**config.mk**
```make
export PLATFORM = sky130hd
export DESIGN_NAME = eight_bit_alu_with_flags_core
export DESIGN_NICKNAME = d
export VERILOG_FILES = /design/src/alu8f_pkg.sv /design/src/eight_bit_alu_with_flags_core.sv /design/src/alu8f_exec.sv
export SDC_FILE = /design/constraint.sdc
export NUM_CORES = 1
export LEC_CHECK = 0
export BUFFER_PORTS_ARGS = -buffer_cell sky130_fd_sc_hd__buf_4
export CAP_MARGIN = 20
export CORE_ASPECT_RATIO = 1.5
export CORE_MARGIN = 8
export CORE_UTILIZATION = 60
export CTS_BUF_LIST = sky130_fd_sc_hd__clkbuf_4 sky130_fd_sc_hd__clkbuf_8
export DETAILED_ROUTE_END_ITERATION = 6
export GPL_TIMING_DRIVEN = 0
export MAX_ROUTING_LAYER = met4
export PLACE_DENSITY = 0.86
export SKIP_LAST_GASP = 1
export SLEW_MARGIN = 40
export SYNTH_ARGS = -nofsm -noshare
export SYNTH_HDL_FRONTEND = slang
export SYNTH_HIERARCHICAL = 1
export SYNTH_SLANG_ARGS = --single-unit
```
**constraint.sdc**
```tcl
create_clock -name clk -period 18.03 [get_ports clk]
set_input_delay 1.803 -clock clk [delete_from_list [all_inputs] [get_ports clk]]
set_output_delay 1.803 -clock clk [all_outputs]
set_load 0.02 [all_outputs]
```
**src/alu8f_pkg.sv**
```systemverilog
// ----------------------------------------------------------------------------
// alu8f_pkg
// Shared types and operation codes for the eight-bit ALU with flags.
// ----------------------------------------------------------------------------
package alu8f_pkg;

  localparam int unsigned KindWidth = 5;

  typedef enum logic [KindWidth-1:0] {
    K_ADD8  = 5'd0,
    K_ADC8  = 5'd1,
    K_SUB8  = 5'd2,
    K_SBC8  = 5'd3,
    K_CMP8  = 5'd4,
    K_OR8   = 5'd5,
    K_XOR8  = 5'd6,
    K_AND8  = 5'd7,
    K_SRL   = 5'd8,
    K_SLL   = 5'd9,
    K_RRC   = 5'd10,
    K_RLC   = 5'd11,
    K_INC   = 5'd12,
    K_DEC   = 5'd13,
    K_TST   = 5'd14,
    K_SRA   = 5'd15,
    K_ROT   = 5'd16,
    K_BOOL  = 5'd17,
    K_MSK   = 5'd18,
    K_MUL   = 5'd19,
    K_MAD   = 5'd20,
    K_ADDW  = 5'd21,
    K_ADCW  = 5'd22,
    K_SUBW  = 5'd23,
    K_SBCW  = 5'd24,
    K_ORW   = 5'd25,
    K_INCW  = 5'd26,
    K_ADCW1 = 5'd27,
    K_SBCW1 = 5'd28,
    K_TSTW  = 5'd29,
    K_NEGW  = 5'd30
  } kind_t;

  typedef struct packed {
    logic z;
    logic n;
    logic c;
    logic o;
    logic h;
  } flags_t;

  localparam flags_t FlagsClear = '{z: 1'b0, n: 1'b0, c: 1'b0, o: 1'b0, h: 1'b0};

endpackage

```
**src/eight_bit_alu_with_flags_core.sv**
```systemverilog
// ----------------------------------------------------------------------------
// eight_bit_alu_with_flags_core
// Flag-setting ALU: one operation per word, flags kept for carry-in.
// ----------------------------------------------------------------------------
// Datapath: an accepted request goes to the input register, then to the result
// register once that register is free or being emptied.
// Throughput: one word per cycle unless stalled; the flag register feeds back.
// Reset: pipeline valids and the flag register (Z, N, C, O, H) clear.
// Flag outputs show the flag register, which always holds the flags of the
// word in the result register.
// ----------------------------------------------------------------------------
module eight_bit_alu_with_flags_core (
  input  logic        clk,
  input  logic        rst,
  input  logic        req_valid,
  output logic        req_stall,
  input  logic [4:0]  kind,
  input  logic [15:0] operand_a,
  input  logic [15:0] operand_b,
  input  logic [7:0]  operand_c,
  output logic        rsp_valid,
  input  logic        rsp_stall,
  output logic [15:0] result,
  output logic        writes_result,
  output logic        flag_zero,
  output logic        flag_negative,
  output logic        flag_carry,
  output logic        flag_overflow,
  output logic        flag_half
);

  logic              in_valid;
  alu8f_pkg::kind_t  in_kind;
  logic [15:0]       in_a;
  logic [15:0]       in_b;
  logic [7:0]        in_c;

  alu8f_pkg::flags_t flags;
  alu8f_pkg::flags_t flags_next;
  logic [15:0]       result_next;
  logic              writes_next;

  logic              advance;
  logic              take;

  // result register free, or being emptied this cycle
  assign advance   = in_valid & (~rsp_valid | ~rsp_stall);
  assign req_stall = in_valid & ~advance;
  assign take      = req_valid & ~req_stall;

  alu8f_exec u_exec (
    .kind          (in_kind),
    .operand_a     (in_a),
    .operand_b     (in_b),
    .operand_c     (in_c),
    .flags_cur     (flags),
    .result        (result_next),
    .writes_result (writes_next),
    .flags_new     (flags_next)
  );

  always_ff @(posedge clk) begin
    if (rst) begin
      in_valid <= 1'b0;
    end else if (take) begin
      in_valid <= 1'b1;
    end else if (advance) begin
      in_valid <= 1'b0;
    end
  end

  always_ff @(posedge clk) begin
    if (take) begin
      in_kind <= alu8f_pkg::kind_t'(kind);
      in_a    <= operand_a;
      in_b    <= operand_b;
      in_c    <= operand_c;
    end
  end

  always_ff @(posedge clk) begin
    if (rst) begin
      rsp_valid <= 1'b0;
      flags     <= alu8f_pkg::FlagsClear;
    end else if (advance) begin
      rsp_valid <= 1'b1;
      flags     <= flags_next;
    end else if (~rsp_stall) begin
      rsp_valid <= 1'b0;
    end
  end

  always_ff @(posedge clk) begin
    if (advance) begin
      result        <= result_next;
      writes_result <= writes_next;
    end
  end

  assign flag_zero     = flags.z;
  assign flag_negative = flags.n;
  assign flag_carry    = flags.c;
  assign flag_overflow = flags.o;
  assign flag_half     = flags.h;

endmodule

```
**src/alu8f_exec.sv**
```systemverilog
// ----------------------------------------------------------------------------
// alu8f_exec
// Single-pass datapath: computes result, write-back mark and next flags.
// ----------------------------------------------------------------------------
module alu8f_exec (
  input  alu8f_pkg::kind_t  kind,
  input  logic [15:0]       operand_a,
  input  logic [15:0]       operand_b,
  input  logic [7:0]        operand_c,
  input  alu8f_pkg::flags_t flags_cur,
  output logic [15:0]       result,
  output logic              writes_result,
  output alu8f_pkg::flags_t flags_new
);

  logic [7:0]  al;
  logic [7:0]  bl;
  logic        cin;

  // byte adder
  logic [7:0]  add8_b;
  logic        add8_ci;
  logic [8:0]  sum8;
  logic [4:0]  nib8;
  logic        ovf8;

  // word adder
  logic [15:0] add16_a;
  logic [15:0] add16_b;
  logic        add16_ci;
  logic [16:0] sum16;
  logic        ovf16;

  // multiplier
  logic [7:0]  mul_b;
  logic [15:0] prod;
  logic [15:0] mad_sum;

  logic [15:0] rot_word;
  logic [7:0]  inc8;
  logic [7:0]  dec8;
  logic [7:0]  merge8;

  assign al  = operand_a[7:0];
  assign bl  = operand_b[7:0];
  assign cin = flags_cur.c;

  always_comb begin
    case (kind)
      alu8f_pkg::K_ADC8: begin add8_b = bl;  add8_ci = cin;  end
      alu8f_pkg::K_SUB8: begin add8_b = ~bl; add8_ci = 1'b1; end
      alu8f_pkg::K_SBC8: begin add8_b = ~bl; add8_ci = cin;  end
      alu8f_pkg::K_CMP8: begin add8_b = ~bl; add8_ci = 1'b1; end
      default:           begin add8_b = bl;  add8_ci = 1'b0; end
    endcase
  end

  assign sum8 = {1'b0, al} + {1'b0, add8_b} + {8'd0, add8_ci};
  assign nib8 = {1'b0, al[3:0]} + {1'b0, add8_b[3:0]} + {4'd0, add8_ci};
  assign ovf8 = (al[7] & add8_b[7] & ~sum8[7]) | (~al[7] & ~add8_b[7] & sum8[7]);

  always_comb begin
    add16_a  = operand_a;
    add16_b  = operand_b;
    add16_ci = 1'b0;
    case (kind)
      alu8f_pkg::K_ADCW:  add16_ci = cin;
      alu8f_pkg::K_SUBW:  begin add16_b = ~operand_b; add16_ci = 1'b1; end
      alu8f_pkg::K_SBCW:  begin add16_b = ~operand_b; add16_ci = cin;  end
      alu8f_pkg::K_INCW:  add16_b = 16'd1;
      alu8f_pkg::K_ADCW1: begin add16_b = 16'd0;      add16_ci = cin;  end
      alu8f_pkg::K_SBCW1: begin add16_b = 16'hffff;   add16_ci = cin;  end
      alu8f_pkg::K_NEGW:  begin add16_a = ~operand_a; add16_b = 16'd1; end
      default: ;
    endcase
  end

  assign sum16 = {1'b0, add16_a} + {1'b0, add16_b} + {16'd0, add16_ci};
  assign ovf16 = (add16_a[15] & add16_b[15] & ~sum16[15])
               | (~add16_a[15] & ~add16_b[15] & sum16[15]);

  // mul takes the high byte of a, mad the low byte of b
  assign mul_b   = (kind == alu8f_pkg::K_MAD) ? bl : operand_a[15:8];
  assign prod    = {8'd0, al} * {8'd0, mul_b};
  assign mad_sum = prod + {8'd0, operand_c} + {15'd0, cin};

  assign rot_word = {al, al} << operand_c[2:0];
  assign inc8     = al + 8'd1;
  assign dec8     = al - 8'd1;
  assign merge8   = (al & operand_c) | (operand_a[15:8] & ~operand_c);

  always_comb begin
    result        = 16'd0;
    writes_result = 1'b1;
    flags_new     = flags_cur;
    case (kind)
      alu8f_pkg::K_ADD8, alu8f_pkg::K_ADC8, alu8f_pkg::K_SUB8,
      alu8f_pkg::K_SBC8, alu8f_pkg::K_CMP8: begin
        result      = {8'd0, sum8[7:0]};
        flags_new.z = (sum8[7:0] == 8'd0);
        flags_new.n = sum8[7];
        flags_new.c = sum8[8];
        flags_new.o = ovf8;
        flags_new.h = nib8[4];
        if (kind == alu8f_pkg::K_CMP8) begin
          writes_result = 1'b0;
        end
      end
      alu8f_pkg::K_OR8, alu8f_pkg::K_XOR8, alu8f_pkg::K_AND8: begin
        if (kind == alu8f_pkg::K_OR8) begin
          result = {8'd0, al | bl};
        end else if (kind == alu8f_pkg::K_XOR8) begin
          result = {8'd0, al ^ bl};
        end else begin
          result = {8'd0, al & bl};
        end
        flags_new.z = (result == 16'd0);
        flags_new.n = result[7];
      end
      alu8f_pkg::K_SRL: begin
        result      = {8'd0, 1'b0, al[7:1]};
        flags_new.c = al[0];
        flags_new.z = (al[7:1] == 7'd0);
      end
      alu8f_pkg::K_SLL: begin
        result      = {8'd0, al[6:0], 1'b0};
        flags_new.c = al[7];
        flags_new.z = (al[6:0] == 7'd0);
      end
      alu8f_pkg::K_RRC: begin
        result      = {8'd0, cin, al[7:1]};
        flags_new.c = al[0];
        flags_new.z = ({cin, al[7:1]} == 8'd0);
      end
      alu8f_pkg::K_RLC: begin
        result      = {8'd0, al[6:0], cin};
        flags_new.c = al[7];
        flags_new.z = ({al[6:0], cin} == 8'd0);
      end
      alu8f_pkg::K_INC: begin
        result      = {8'd0, inc8};
        flags_new.c = (inc8 == 8'd0);
        flags_new.z = (inc8 == 8'd0);
      end
      alu8f_pkg::K_DEC: begin
        result      = {8'd0, dec8};
        flags_new.c = (dec8 == 8'hff);
        flags_new.z = (dec8 == 8'd0);
      end
      alu8f_pkg::K_TST: begin
        result        = {8'd0, al};
        writes_result = 1'b0;
        flags_new.z   = (al == 8'd0);
        flags_new.n   = al[7];
        flags_new.c   = 1'b0;
        flags_new.o   = ~^al;
      end
      alu8f_pkg::K_SRA: begin
        result      = {8'd0, al[7], al[7:1]};
        flags_new.c = al[0];
      end
      alu8f_pkg::K_ROT:  result = {8'd0, rot_word[15:8]};
      alu8f_pkg::K_BOOL: begin
        result      = {15'd0, (al != 8'd0)};
        flags_new.z = (al == 8'd0);
      end
      alu8f_pkg::K_MSK:  result = {operand_a[15:8], merge8};
      alu8f_pkg::K_MUL: begin
        result      = prod;
        flags_new.z = (prod == 16'd0);
        flags_new.n = prod[15];
        flags_new.c = 1'b0;
      end
      alu8f_pkg::K_MAD: begin
        // 255*255 + 255 + 1 stays below 2^16, so no carry out
        result      = mad_sum;
        flags_new.c = 1'b0;
      end
      alu8f_pkg::K_ADDW, alu8f_pkg::K_ADCW, alu8f_pkg::K_SUBW, alu8f_pkg::K_SBCW,
      alu8f_pkg::K_INCW, alu8f_pkg::K_ADCW1, alu8f_pkg::K_SBCW1,
      alu8f_pkg::K_NEGW: begin
        result      = sum16[15:0];
        flags_new.z = (sum16[15:0] == 16'd0);
        flags_new.n = sum16[15];
        flags_new.c = sum16[16];
        flags_new.o = ovf16;
      end
      alu8f_pkg::K_ORW: begin
        result      = operand_a | operand_b;
        flags_new.z = ((operand_a | operand_b) == 16'd0);
        flags_new.n = operand_a[15] | operand_b[15];
      end
      alu8f_pkg::K_TSTW: begin
        result        = operand_a;
        writes_result = 1'b0;
        flags_new.z   = (operand_a == 16'd0);
        flags_new.n   = operand_a[15];
        flags_new.c   = 1'b1;
        flags_new.o   = ~^operand_a;
      end
      default: begin
        result        = 16'd0;
        writes_result = 1'b0;
      end
    endcase
  end

endmodule

```
Word level (Yosys, flattened, before mapping)
Index checks and enable logic that the tools add are counted.

word-level totals
  bits in registers = 69
  input bits = 49
  logic and storage cells = 154

cells by class
  add/sub/neg operators = 10
  $mul = 1
  equal/unequal tests = 32
  shift operators = 1
  muxes and demuxes = 20
  bitwise operators = 36
  reductions and logical operators = 41

operators by type and width
  kind                number
  $pmux 16 s18        1
  $logic_not 16->1    5
  $eq 5x5->1 const B  15
  $pmux 16 s4         1
  $logic_not 8->1     6
  $eq 5x4->1 const B  8
  $mux 16             2
  $mux 8              4
  $not 16->16         2
  $and 8x8->8         3
  $reduce_or 24->1    1
  $eq 5x3->1 const B  4
  $add 16x16->17      1
  $add 17x1->17       1
  $add 16x1->16       1
  $add 16x8->16       1
  $mul 8x8->16        1
  $not 8->8           2
  $or 16x16->16       1
  $or 8x8->8          2
  $reduce_bool 8->1   2
  $reduce_xnor 16->1  1
  $shl 16x3->16       1
  $logic_not 7->1     2
  other kinds (32)    73

Longest topological paths before layout
Gate-level depths: netlist of run 1.

  depth in word-level cells = 9
  gate-level depth with buffers = 26
  gate-level depth less buffers = 24

By module
Netlist of run 1, hierarchy kept.

by module, submodules not included
  module                         instances  cells each  area each (sq um)  seq. area each (sq um)
  alu8f_exec                     1          1,057       7,375.8            0.0
  eight_bit_alu_with_flags_core  1          93          2,167.1            2,001.9

Worst setup path after synthesis of run 1
No wires, ideal clock.

  kind = flip-flop to flip-flop
  start point = register in_kind[3]
  end point = register result[14] (data pin)
  setup time = 0.274 ns
  data arrival time = 6.326 ns
  data required time = 17.756 ns
  slack = 11.429 ns
  stages on the path, launching flop included = 23
  path buffers = 2
  path through = edfxtp_1 -> or3b_4 -> or2_0 -> buf_4 -> clkbuf_1 -> a21oi_1 -> nand2b_1 -> fa_1 -> fa_1 -> inv_1 -> fa_1 -> inv_1 -> fa_1 -> inv_1 -> ha_1 -> a21o_1 -> a221oi_1 -> o21ai_0 -> a211oi_1 -> and4_1 -> nand4_1 -> xnor2_1 -> o221ai_1

between the ends
  word-level cells in the longest chain between the ends = 6
  elaborated cells on any way between the ends = 47

ends and longest elaborated chain
  item                                             line                                                  text
  from (decl)                                      eight_bit_alu_with_flags_core.sv:33                   alu8f_pkg::kind_t in_kind;
  from (signal assigned)                           eight_bit_alu_with_flags_core.sv:74                   in_kind <= alu8f_pkg::kind_t'(kind);
  $eq 5x5->1 (on tied branches)                    alu8f_exec.sv:83, alu8f_exec.sv:96, alu8f_exec.sv:66
  $mux 8 or $reduce_or 2->1 (tied branches)        --
  $mul 8x8->16 or $pmux 16 s4 (tied branches)      alu8f_exec.sv:84, alu8f_exec.sv:66
  $add 16x8->16 or $add 16x16->17 (tied branches)  alu8f_exec.sv:85, alu8f_exec.sv:78
  $add 16x1->16 or $add 17x1->17 (tied branches)   alu8f_exec.sv:85, alu8f_exec.sv:78
  $pmux 16 s18 (*)                                 alu8f_exec.sv:96                                      case (kind)
  via result_next[14]                              eight_bit_alu_with_flags_core.sv:40                   logic [15:0] result_next;
  to (signal assigned)                             eight_bit_alu_with_flags_core.sv:95                   result <= result_next;
  to (decl)                                        eight_bit_alu_with_flags_core.sv:23                   output logic [15:0] result,

Mark *: on every way through the listed nets, which the timed path passes. The rest lies on a longest branch.
A chain may end at the register's enable or synchronous reset.

Final worst setup path of run 1
  start point = register in_kind[3]
  end point = register result[13] (data pin)

Same word-level chain as after synthesis.

==> results of run 1 <==
-- layer usage --
metal	wire length (um)	share of wire	vias up
li1	-	-	4341
met1	13100	0.35	4632
met2	17300	0.47	771
met3	3860	0.10	202
met4	2760	0.075	0
met5	0	0	-
-- cells by family after synthesis --
logic type | synth area share
flops | 0.210
buf+inv | 0.0624
fa+ha+maj | 0.217
simple gates | 0.184
xor+xnor | 0.0780
compound gates | 0.224
mux | 0.0256
-- flip-flops by register name, summed over array words and instances (netlist names) --
name / count
flag_carry: 1
flag_half: 1
flag_negative: 1
flag_overflow: 1
flag_zero: 1
in_a: 16
in_b: 16
in_c: 8
in_kind: 5
in_valid: 1
result: 16
rsp_valid: 1
writes_result: 1
-- cell type report --
type / instances / area, um2
inverters: 103 / 387
clock buffers: 10 / 131
fillers: 1295 / 5000
multi-input cells: 925 / 6970
plain buffers: 53 / 215
repair buffers: 76 / 591
well taps: 203 / 254
diodes: 1 / 2.50
flip-flops and latches: 69 / 2000
clock inverters: 6 / 71.3
-- synthesized netlist by cell type, types with 12 or more instances --
master | instances | share of area
sky130_fd_sc_hd__a211oi_1 | 17 | 0.013
sky130_fd_sc_hd__a22o_1 | 16 | 0.015
sky130_fd_sc_hd__edfxtp_1 | 62 | 0.20
sky130_fd_sc_hd__nor2_1 | 127 | 0.050
sky130_fd_sc_hd__nor3_1 | 28 | 0.015
sky130_fd_sc_hd__clkbuf_1 | 35 | 0.014
sky130_fd_sc_hd__o21ai_0 | 55 | 0.029
sky130_fd_sc_hd__nand2b_1 | 31 | 0.020
sky130_fd_sc_hd__a21oi_1 | 77 | 0.040
sky130_fd_sc_hd__a21o_1 | 19 | 0.015
sky130_fd_sc_hd__fa_1 | 42 | 0.088
sky130_fd_sc_hd__buf_1 | 12 | 0.0047
sky130_fd_sc_hd__o21a_1 | 13 | 0.010
sky130_fd_sc_hd__ha_1 | 98 | 0.13
sky130_fd_sc_hd__xor2_1 | 20 | 0.018
sky130_fd_sc_hd__nand4_1 | 16 | 0.010
sky130_fd_sc_hd__mux2i_1 | 21 | 0.022
sky130_fd_sc_hd__nand2_1 | 74 | 0.029
sky130_fd_sc_hd__xnor2_1 | 65 | 0.060
sky130_fd_sc_hd__inv_1 | 99 | 0.039
sky130_fd_sc_hd__nand3_1 | 27 | 0.014
-- cell usage in the layout (no fill, tap or decap), types with 16 or more instances in the layout --
cell and n:
sky130_fd_sc_hd__nand2_1 74, sky130_fd_sc_hd__a22o_1 16, sky130_fd_sc_hd__a21o_1 19, sky130_fd_sc_hd__a211oi_1 17, sky130_fd_sc_hd__nand2b_1 31, sky130_fd_sc_hd__o21ai_0 55
sky130_fd_sc_hd__mux2i_1 21, sky130_fd_sc_hd__inv_1 99, sky130_fd_sc_hd__buf_4 73, sky130_fd_sc_hd__nand3_1 27, sky130_fd_sc_hd__fa_1 42, sky130_fd_sc_hd__edfxtp_1 62
sky130_fd_sc_hd__xor2_1 20, sky130_fd_sc_hd__xnor2_1 65, sky130_fd_sc_hd__clkbuf_1 31, sky130_fd_sc_hd__ha_1 98, sky130_fd_sc_hd__nand4_1 16, sky130_fd_sc_hd__nor3_1 25
sky130_fd_sc_hd__a21oi_1 77, sky130_fd_sc_hd__nor2_1 126
-- power groups by stage --
| stage | sequential (mW) | combinational, mW | clock [mW] |
|---|---|---|---|
| final | 0.201 | 0.588 | 0.143 |
| after global routing | 0.202 | 0.636 | 0.147 |
| after CTS | 0.201 | 0.573 | 0.143 |
| after detailed placement | 0.204 | 0.570 | 0 |
| after global placement | 0.205 | 0.551 | 0 |
| after floorplan | 0.204 | 0.422 | 0 |
-- worst max-delay path: cells and delay by family (launching register included) --
| family | cells | cell delay, ps |
|---|---|---|
| xor gates and xnor gates | 1 | 240 |
| DFF | 1 | 530 |
| adders and majority gates | 5 | 2410 |
| AOI/OAI and AO/OA | 6 | 2430 |
| buffers and inverters | 5 | 560 |
| and+or+nand+nor | 5 | 1440 |
-- path summary, 6_finish.rpt --
kind / slack [ps] / end / start
max: 10120 / result[13] / in_kind[3]
min: 510 / flag_negative / flag_negative
max reg2reg: 10120 / result[13] / in_kind[3]
min reg2reg: 510 / flag_negative / flag_negative
-- stage by stage --
step,std cells,setup slack (ps),cell area (um2),hold slack (ps)
after global routing,1446,9790,10600,541
after floorplan,1150,11430,9540,461
after CTS,1444,10220,10600,510
after global placement,1425,10440,10300,473
final,1446,10120,10600,506
after detailed placement,1428,10310,10400,490
==> impl_metrics.csv, run 1 <==
group,metric,value,unit
status,run_status,"complete, but fails checks",
status,failed_checks,"design-rule violations",
die,die_width,119,um
power_and_ir_drop,net-switching-power,450,uW
clocking,cts-resized-gates,0,
global_route,initial_antenna_violation_count,1,
global_route,global_route.usage.total,0.375,
die,boundaryPins,73,
routing,drt_wl_total,37.1,mm
timing,max-slew-margin-rel,0.383,
place,buffer_ports.inserted,72,
cells_and_area,finalNetCount,1426,
routing,post_drt_wl_per_cell,25.6,um
routing,dr.first_iter.drc_count,1440,
synth,mappedNetlistNets,1339,
clocking,clk_transition_reported_paths,90,ps
run,timing.max_cap.violations,0,
synth,yosysWarningCount,6,
timing,rsz0062_at_grt,"false",
clocking,postCtsHoldBufs,0,
synth,synthDistinctLibCells,76,
power_and_ir_drop,cellLeakagePower,4.57,nW
cells_and_area,layout_cells_sized_above_1,0.101,
routing,drc_errors,5,
setup_path,cp_slowest_stage_delay,750,ps
setup_path,start_kind,"flop",
power_and_ir_drop,cellInternalPower,483,uW
setup_path,crit_chain,"or3b_4 > or2_0 > buf_4 > clkbuf_1 > a21oi_1 > nand2b_1 > fa_1 > fa_1 > inv_1 > fa_1 > inv_1 > fa_1 > inv_1 > ha_1 > a21o_1 > a221oi_1 > o21ai_0 > a211oi_1 > and4_1 > nand3_1 > xnor2_1 > o221ai_1",
routing,drtAntennaViolNets,0,
power_and_ir_drop,peakVddDrop,0.0852,mV
timing,max_clock_freq,0.126,GHz
clocking,post-cts-setup-buffer-count,0,
timing,timing_hold_violations_final,0,
power_and_ir_drop,power_per_unit_of_standard_cell_area,87.8,nW/um2
routing,dr.pass1.iters,7,
timing,report.final.slew_viol_count,0,
setup_path,critical_path.max_fanout,10,
die,core,15600,um2
global_route,wire_length_of_the_first_global_routing_pass,56.0,mm
die,die_y,170,um
setup_path,required,18130,ps
timing,tns,0,ps
timing,fin_crit,7910,ps
routing,post_drt_via_cell_ratio,6.88,
setup_path,end_kind,"flop",
setup_path,path_depth_of_the_worst_reg2reg_path,22,
min_path,hold_path.class,"reg -> reg",
die,initial_utilization,0.611,
cells_and_area,layout-area-overhead-vs-synth,11.3,%
synth,mappedNetlistArea,9540,um2
synth,synth_area_per_cell,8.30,um2
die,row_count,56,
setup_path,cp_data_arrival_time,8020,ps
synth,synth_enable_flop_cells,62,
clocking,clock_root_cell,"sky130_fd_sc_hd__clkbuf_8",
cells_and_area,final_util,0.680,
min_path,hold_path_depth,2,
synth,prevailing_post_synth_register_cell,"sky130_fd_sc_hd__edfxtp_1",
timing,setup-violations-final,0,
synth,post_synthesis_register_bit_count,69,
timing,worst_pin_slew,903,ps
global_route,met3_usage,0.0833,
power_and_ir_drop,sequentialPowerShare,0.216,
clocking,numCtsBuffers,9,
clocking,clock_tree.buffer_depth,2,
setup_path,slowest_stage,"sky130_fd_sc_hd__a21oi_1",
global_route,global_route.peak_usage_layer,"met2",
clocking,tritoncts,"built",
power_and_ir_drop,comb_power_share,0.631,
timing,timing.clock.skew,18.6,ps
global_route,first_global_vias,9685,
synth,synth_sequential_area_ratio,0.210,
synth,ys_async_sr_fraction,0,
global_route,global_route.usage.met2,0.603,
place,finalWeightedCongestion,1.08,
global_route,grt_use_met1,0.413,
setup_path,crit_top_cell,"sky130_fd_sc_hd__fa_1",
synth,syn_inst,1150,
power_and_ir_drop,switching_share,0.482,
power_and_ir_drop,report.power.total,933,uW
global_route,grt_overflow,0,
timing,final.period_utilization,0.439,
die,die_area,20300,um2
setup_path,criticalPathCategory,"reg -> reg",
clocking,tritoncts_num_sinks,69,
clocking,cts_max_level,3,
power_and_ir_drop,clockPowerShare,0.153,
global_route,grt_start_max_net_pins,21,
clocking,clk_latency,390,ps
routing,route.vias.total,9946,
place,dp_hpwl,28.9,mm
(Power assumes the default switching activity.)
==> run 2: changes to the inputs <==
--- a/config.mk
+++ b/config.mk
@@ -9,7 +9,7 @@
 export CAP_MARGIN = 20
 export CORE_ASPECT_RATIO = 1.5
 export CORE_MARGIN = 8
-export CORE_UTILIZATION = 60
+export CORE_UTILIZATION = 58
 export CTS_BUF_LIST = sky130_fd_sc_hd__clkbuf_4 sky130_fd_sc_hd__clkbuf_8
 export DETAILED_ROUTE_END_ITERATION = 6
 export GPL_TIMING_DRIVEN = 0
==> constraint.sdc (replaced) <==
create_clock -name clk -period 6.5 [get_ports clk]
set_input_delay 0.65 -clock clk [delete_from_list [all_inputs] [get_ports clk]]
set_output_delay 0.65 -clock clk [all_outputs]
set_load 0.02 [all_outputs]
==> run 2 against run 1 <==
Wire length increased by 13%. Fmax increased by 18%. The run ends with design-rule violations, negative setup slack left. Clock-buffer cell count decreased by 1. Hold slack got worse by 99 ps. Non-clock buffer count increased by 27. Flip-flop and latch count unchanged. First-iteration DRC count increased by 22%.
==> impl_metrics.csv, run 2 (same netlist as run 1, synthesis figures left out) <==
group,metric,value,unit
cells_and_area,finalNetCount,1453,
routing,post_drt_via_cell_ratio,7.11,
timing,timing.clock.skew,35.7,ps
routing,drt_wl_total,42.0,mm
die,core,16200,um2
global_route,initial_antenna_violation_count,1,
clocking,cts_max_level,3,
timing,fin_crit,6710,ps
cells_and_area,layout_cells_sized_above_1,0.166,
setup_path,cp_slowest_stage_delay,660,ps
routing,dr.pass1.iters,7,
timing,hold_ws,407,ps
timing,tns,-698,ps
power_and_ir_drop,cellLeakagePower,4.81,nW
die,initial_utilization,0.589,
global_route,grt_start_max_net_pins,22,
timing,final.period_utilization,1.03,
timing,worst_pin_slew,956,ps
setup_path,reg_to_reg_critical_path_startpoint,"in_kind[3]",
clocking,clock_root_cell,"sky130_fd_sc_hd__clkbuf_8",
place,dp_cells,1431,
place,dp_hpwl,30.0,mm
die,row_count,57,
setup_path,critical_path.reg2reg.endpoint,"flag_zero",
power_and_ir_drop,power_per_unit_of_standard_cell_area,278,nW/um2
die,boundaryPins,73,
timing,timing_hold_violations_final,0,
routing,drtAntennaViolNets,0,
setup_path,critical_path.max_fanout,6,
cells_and_area,layout-area-overhead-vs-synth,18.3,%
status,run_status,"complete, but fails checks",
cells_and_area,largestRegisters,"in_a (16), in_b (16), result (16)",
place,buffer_ports.inserted,72,
cells_and_area,layout_common_cells,"sky130_fd_sc_hd__nor2_1 (117), sky130_fd_sc_hd__inv_1 (97), sky130_fd_sc_hd__buf_4 (97)",
die,die_area,20900,um2
min_path,holdPathEnd,"in_c[5]",
status,failed_checks,"design-rule violations, negative setup slack",
global_route,wire_length_of_the_first_global_routing_pass,58.8,mm
timing,max_clock_freq,0.149,GHz
cells_and_area,layout.cells.most_common,"sky130_fd_sc_hd__nor2_1",
timing,timing.final.ws_setup,-213,ps
clocking,tritoncts,"built",
setup_path,start_kind,"flop",
routing,post_drt_wl_per_cell,28.5,um
clocking,numCtsBuffers,9,
routing,drc_errors,79,
routing,dr.first_iter.drc_count,1757,
die,die_y,173,um
setup_path,rrSetupSlack,-210,ps
global_route,grt_overflow,0,
place,finalWeightedCongestion,1.09,
setup_path,crit_chain,"or3b_4 > or2_1 > buf_6 > buf_6 > nor2_2 > a21oi_4 > buf_4 > buf_4 > nor2_1 > ha_2 > fa_1 > ha_1 > inv_1 > fa_1 > inv_1 > fa_2 > or4_1 > or4_1 > or4_4 > nor4b_2 > nand4_1 > nand3_2 > nand2b_1 > mux2i_1",
setup_path,slowest_stage,"sky130_fd_sc_hd__or4_1",
routing,route.vias.total,10500,
global_route,global_route.usage.total,0.384,
timing,report.final.slew_viol_count,0,
min_path,hold_path.class,"in -> reg",
setup_path,end_kind,"flop",
setup_path,path_depth_of_the_worst_reg2reg_path,24,
setup_path,required,6830,ps
power_and_ir_drop,peakVddDrop,0.322,mV
place,dp_worst_setup_slack,-1130,ps
power_and_ir_drop,report.power.total,3.14,mW
timing,rsz0062_at_grt,"true",
cells_and_area,final_cell_count_no_fill,1476,
clocking,clk_latency,410,ps
clocking,clk_transition_reported_paths,120,ps
clocking,tritoncts_num_sinks,69,
run,timing.max_cap.violations,0,
timing,setup-violations-final,5,
min_path,worstHoldStart,"operand_c[5]",
setup_path,cp_data_arrival_time,7040,ps
min_path,hold_path_depth,1,
clocking,clock_tree.buffer_depth,2,
die,die_width,121,um
setup_path,criticalPathCategory,"reg -> reg",
timing,max-slew-margin-rel,0.363,
global_route,first_global_vias,10000,
run 2: cell types whose count changed in the layout (fill, tap and decap cells not counted), sizes merged:
cell / change
clkbuf: -3
buf: +29
clkinvlp: -2
clkinv: +2
inv: +1
run 2: power breakdown:
group,internal (mW),switching (mW)
Clock,0.180,0.213
Combinational,0.897,1.29
Sequential,0.522,0.0377
run 2: critical path, delay by kind of cell, from the launching register on:
family / cells / cell delay, ps
AND/OR/NAND/NOR: 11 / 3460
adder cells (fa/ha/maj): 5 / 1800
buffers and inverters: 6 / 760
flip-flops: 1 / 430
multiplexers: 1 / 130
AO/OA/AOI/OAI: 1 / 60
run 2: layout make-up:
class                   instances  area, um2
diodes                          1       2.50
fillers                      1218       4900
inverters                     103        388
well taps                     206        258
flip-flops and latches         69       2000
plain buffers                  51        228
multi-input cells             925       7370
clock buffers                   9        124
repair buffers                105        850
clock inverters                 7       72.6
run 2: metal layers:
layer  GRT usage  routed length, um  up-vias
li1            -                  -     4386
met1       0.424              13800     4868
met2       0.613              19500      933
met3      0.0694               4990      303
met4       0.269               3740        0
met5           -                  0        -
run 2: metrics by stage:
step                       util  cell area (um2)
final                     0.698            11300
after global routing      0.698            11300
after CTS                 0.675            10900
after detailed placement  0.644            10400
after global placement    0.639            10300
after floorplan               -             9550
run 2: worst max path at each step:
stage                           from         end  slack (ps)  depth (start not counted)
after floorplan           in_kind[3]  result[14]          30                         22
after global placement    in_kind[3]   flag_zero       -1080                         23
after detailed placement  in_kind[3]   flag_zero       -1130                         23
after CTS                    in_a[3]  result[15]          20                         19
after global routing      in_kind[3]   flag_zero        -330                         24
final                     in_kind[3]   flag_zero        -210                         24
run 2: repair_timing:
| action | in CTS | in global routing |
|---|---|---|
| setup endpoints to repair | 11 | 7 |
| hold buffers | 0 | 0 |
| gates resized for setup | 30 | 65 |
| buffers inserted | 16 | 14 |
| pin swaps | 11 | 36 |
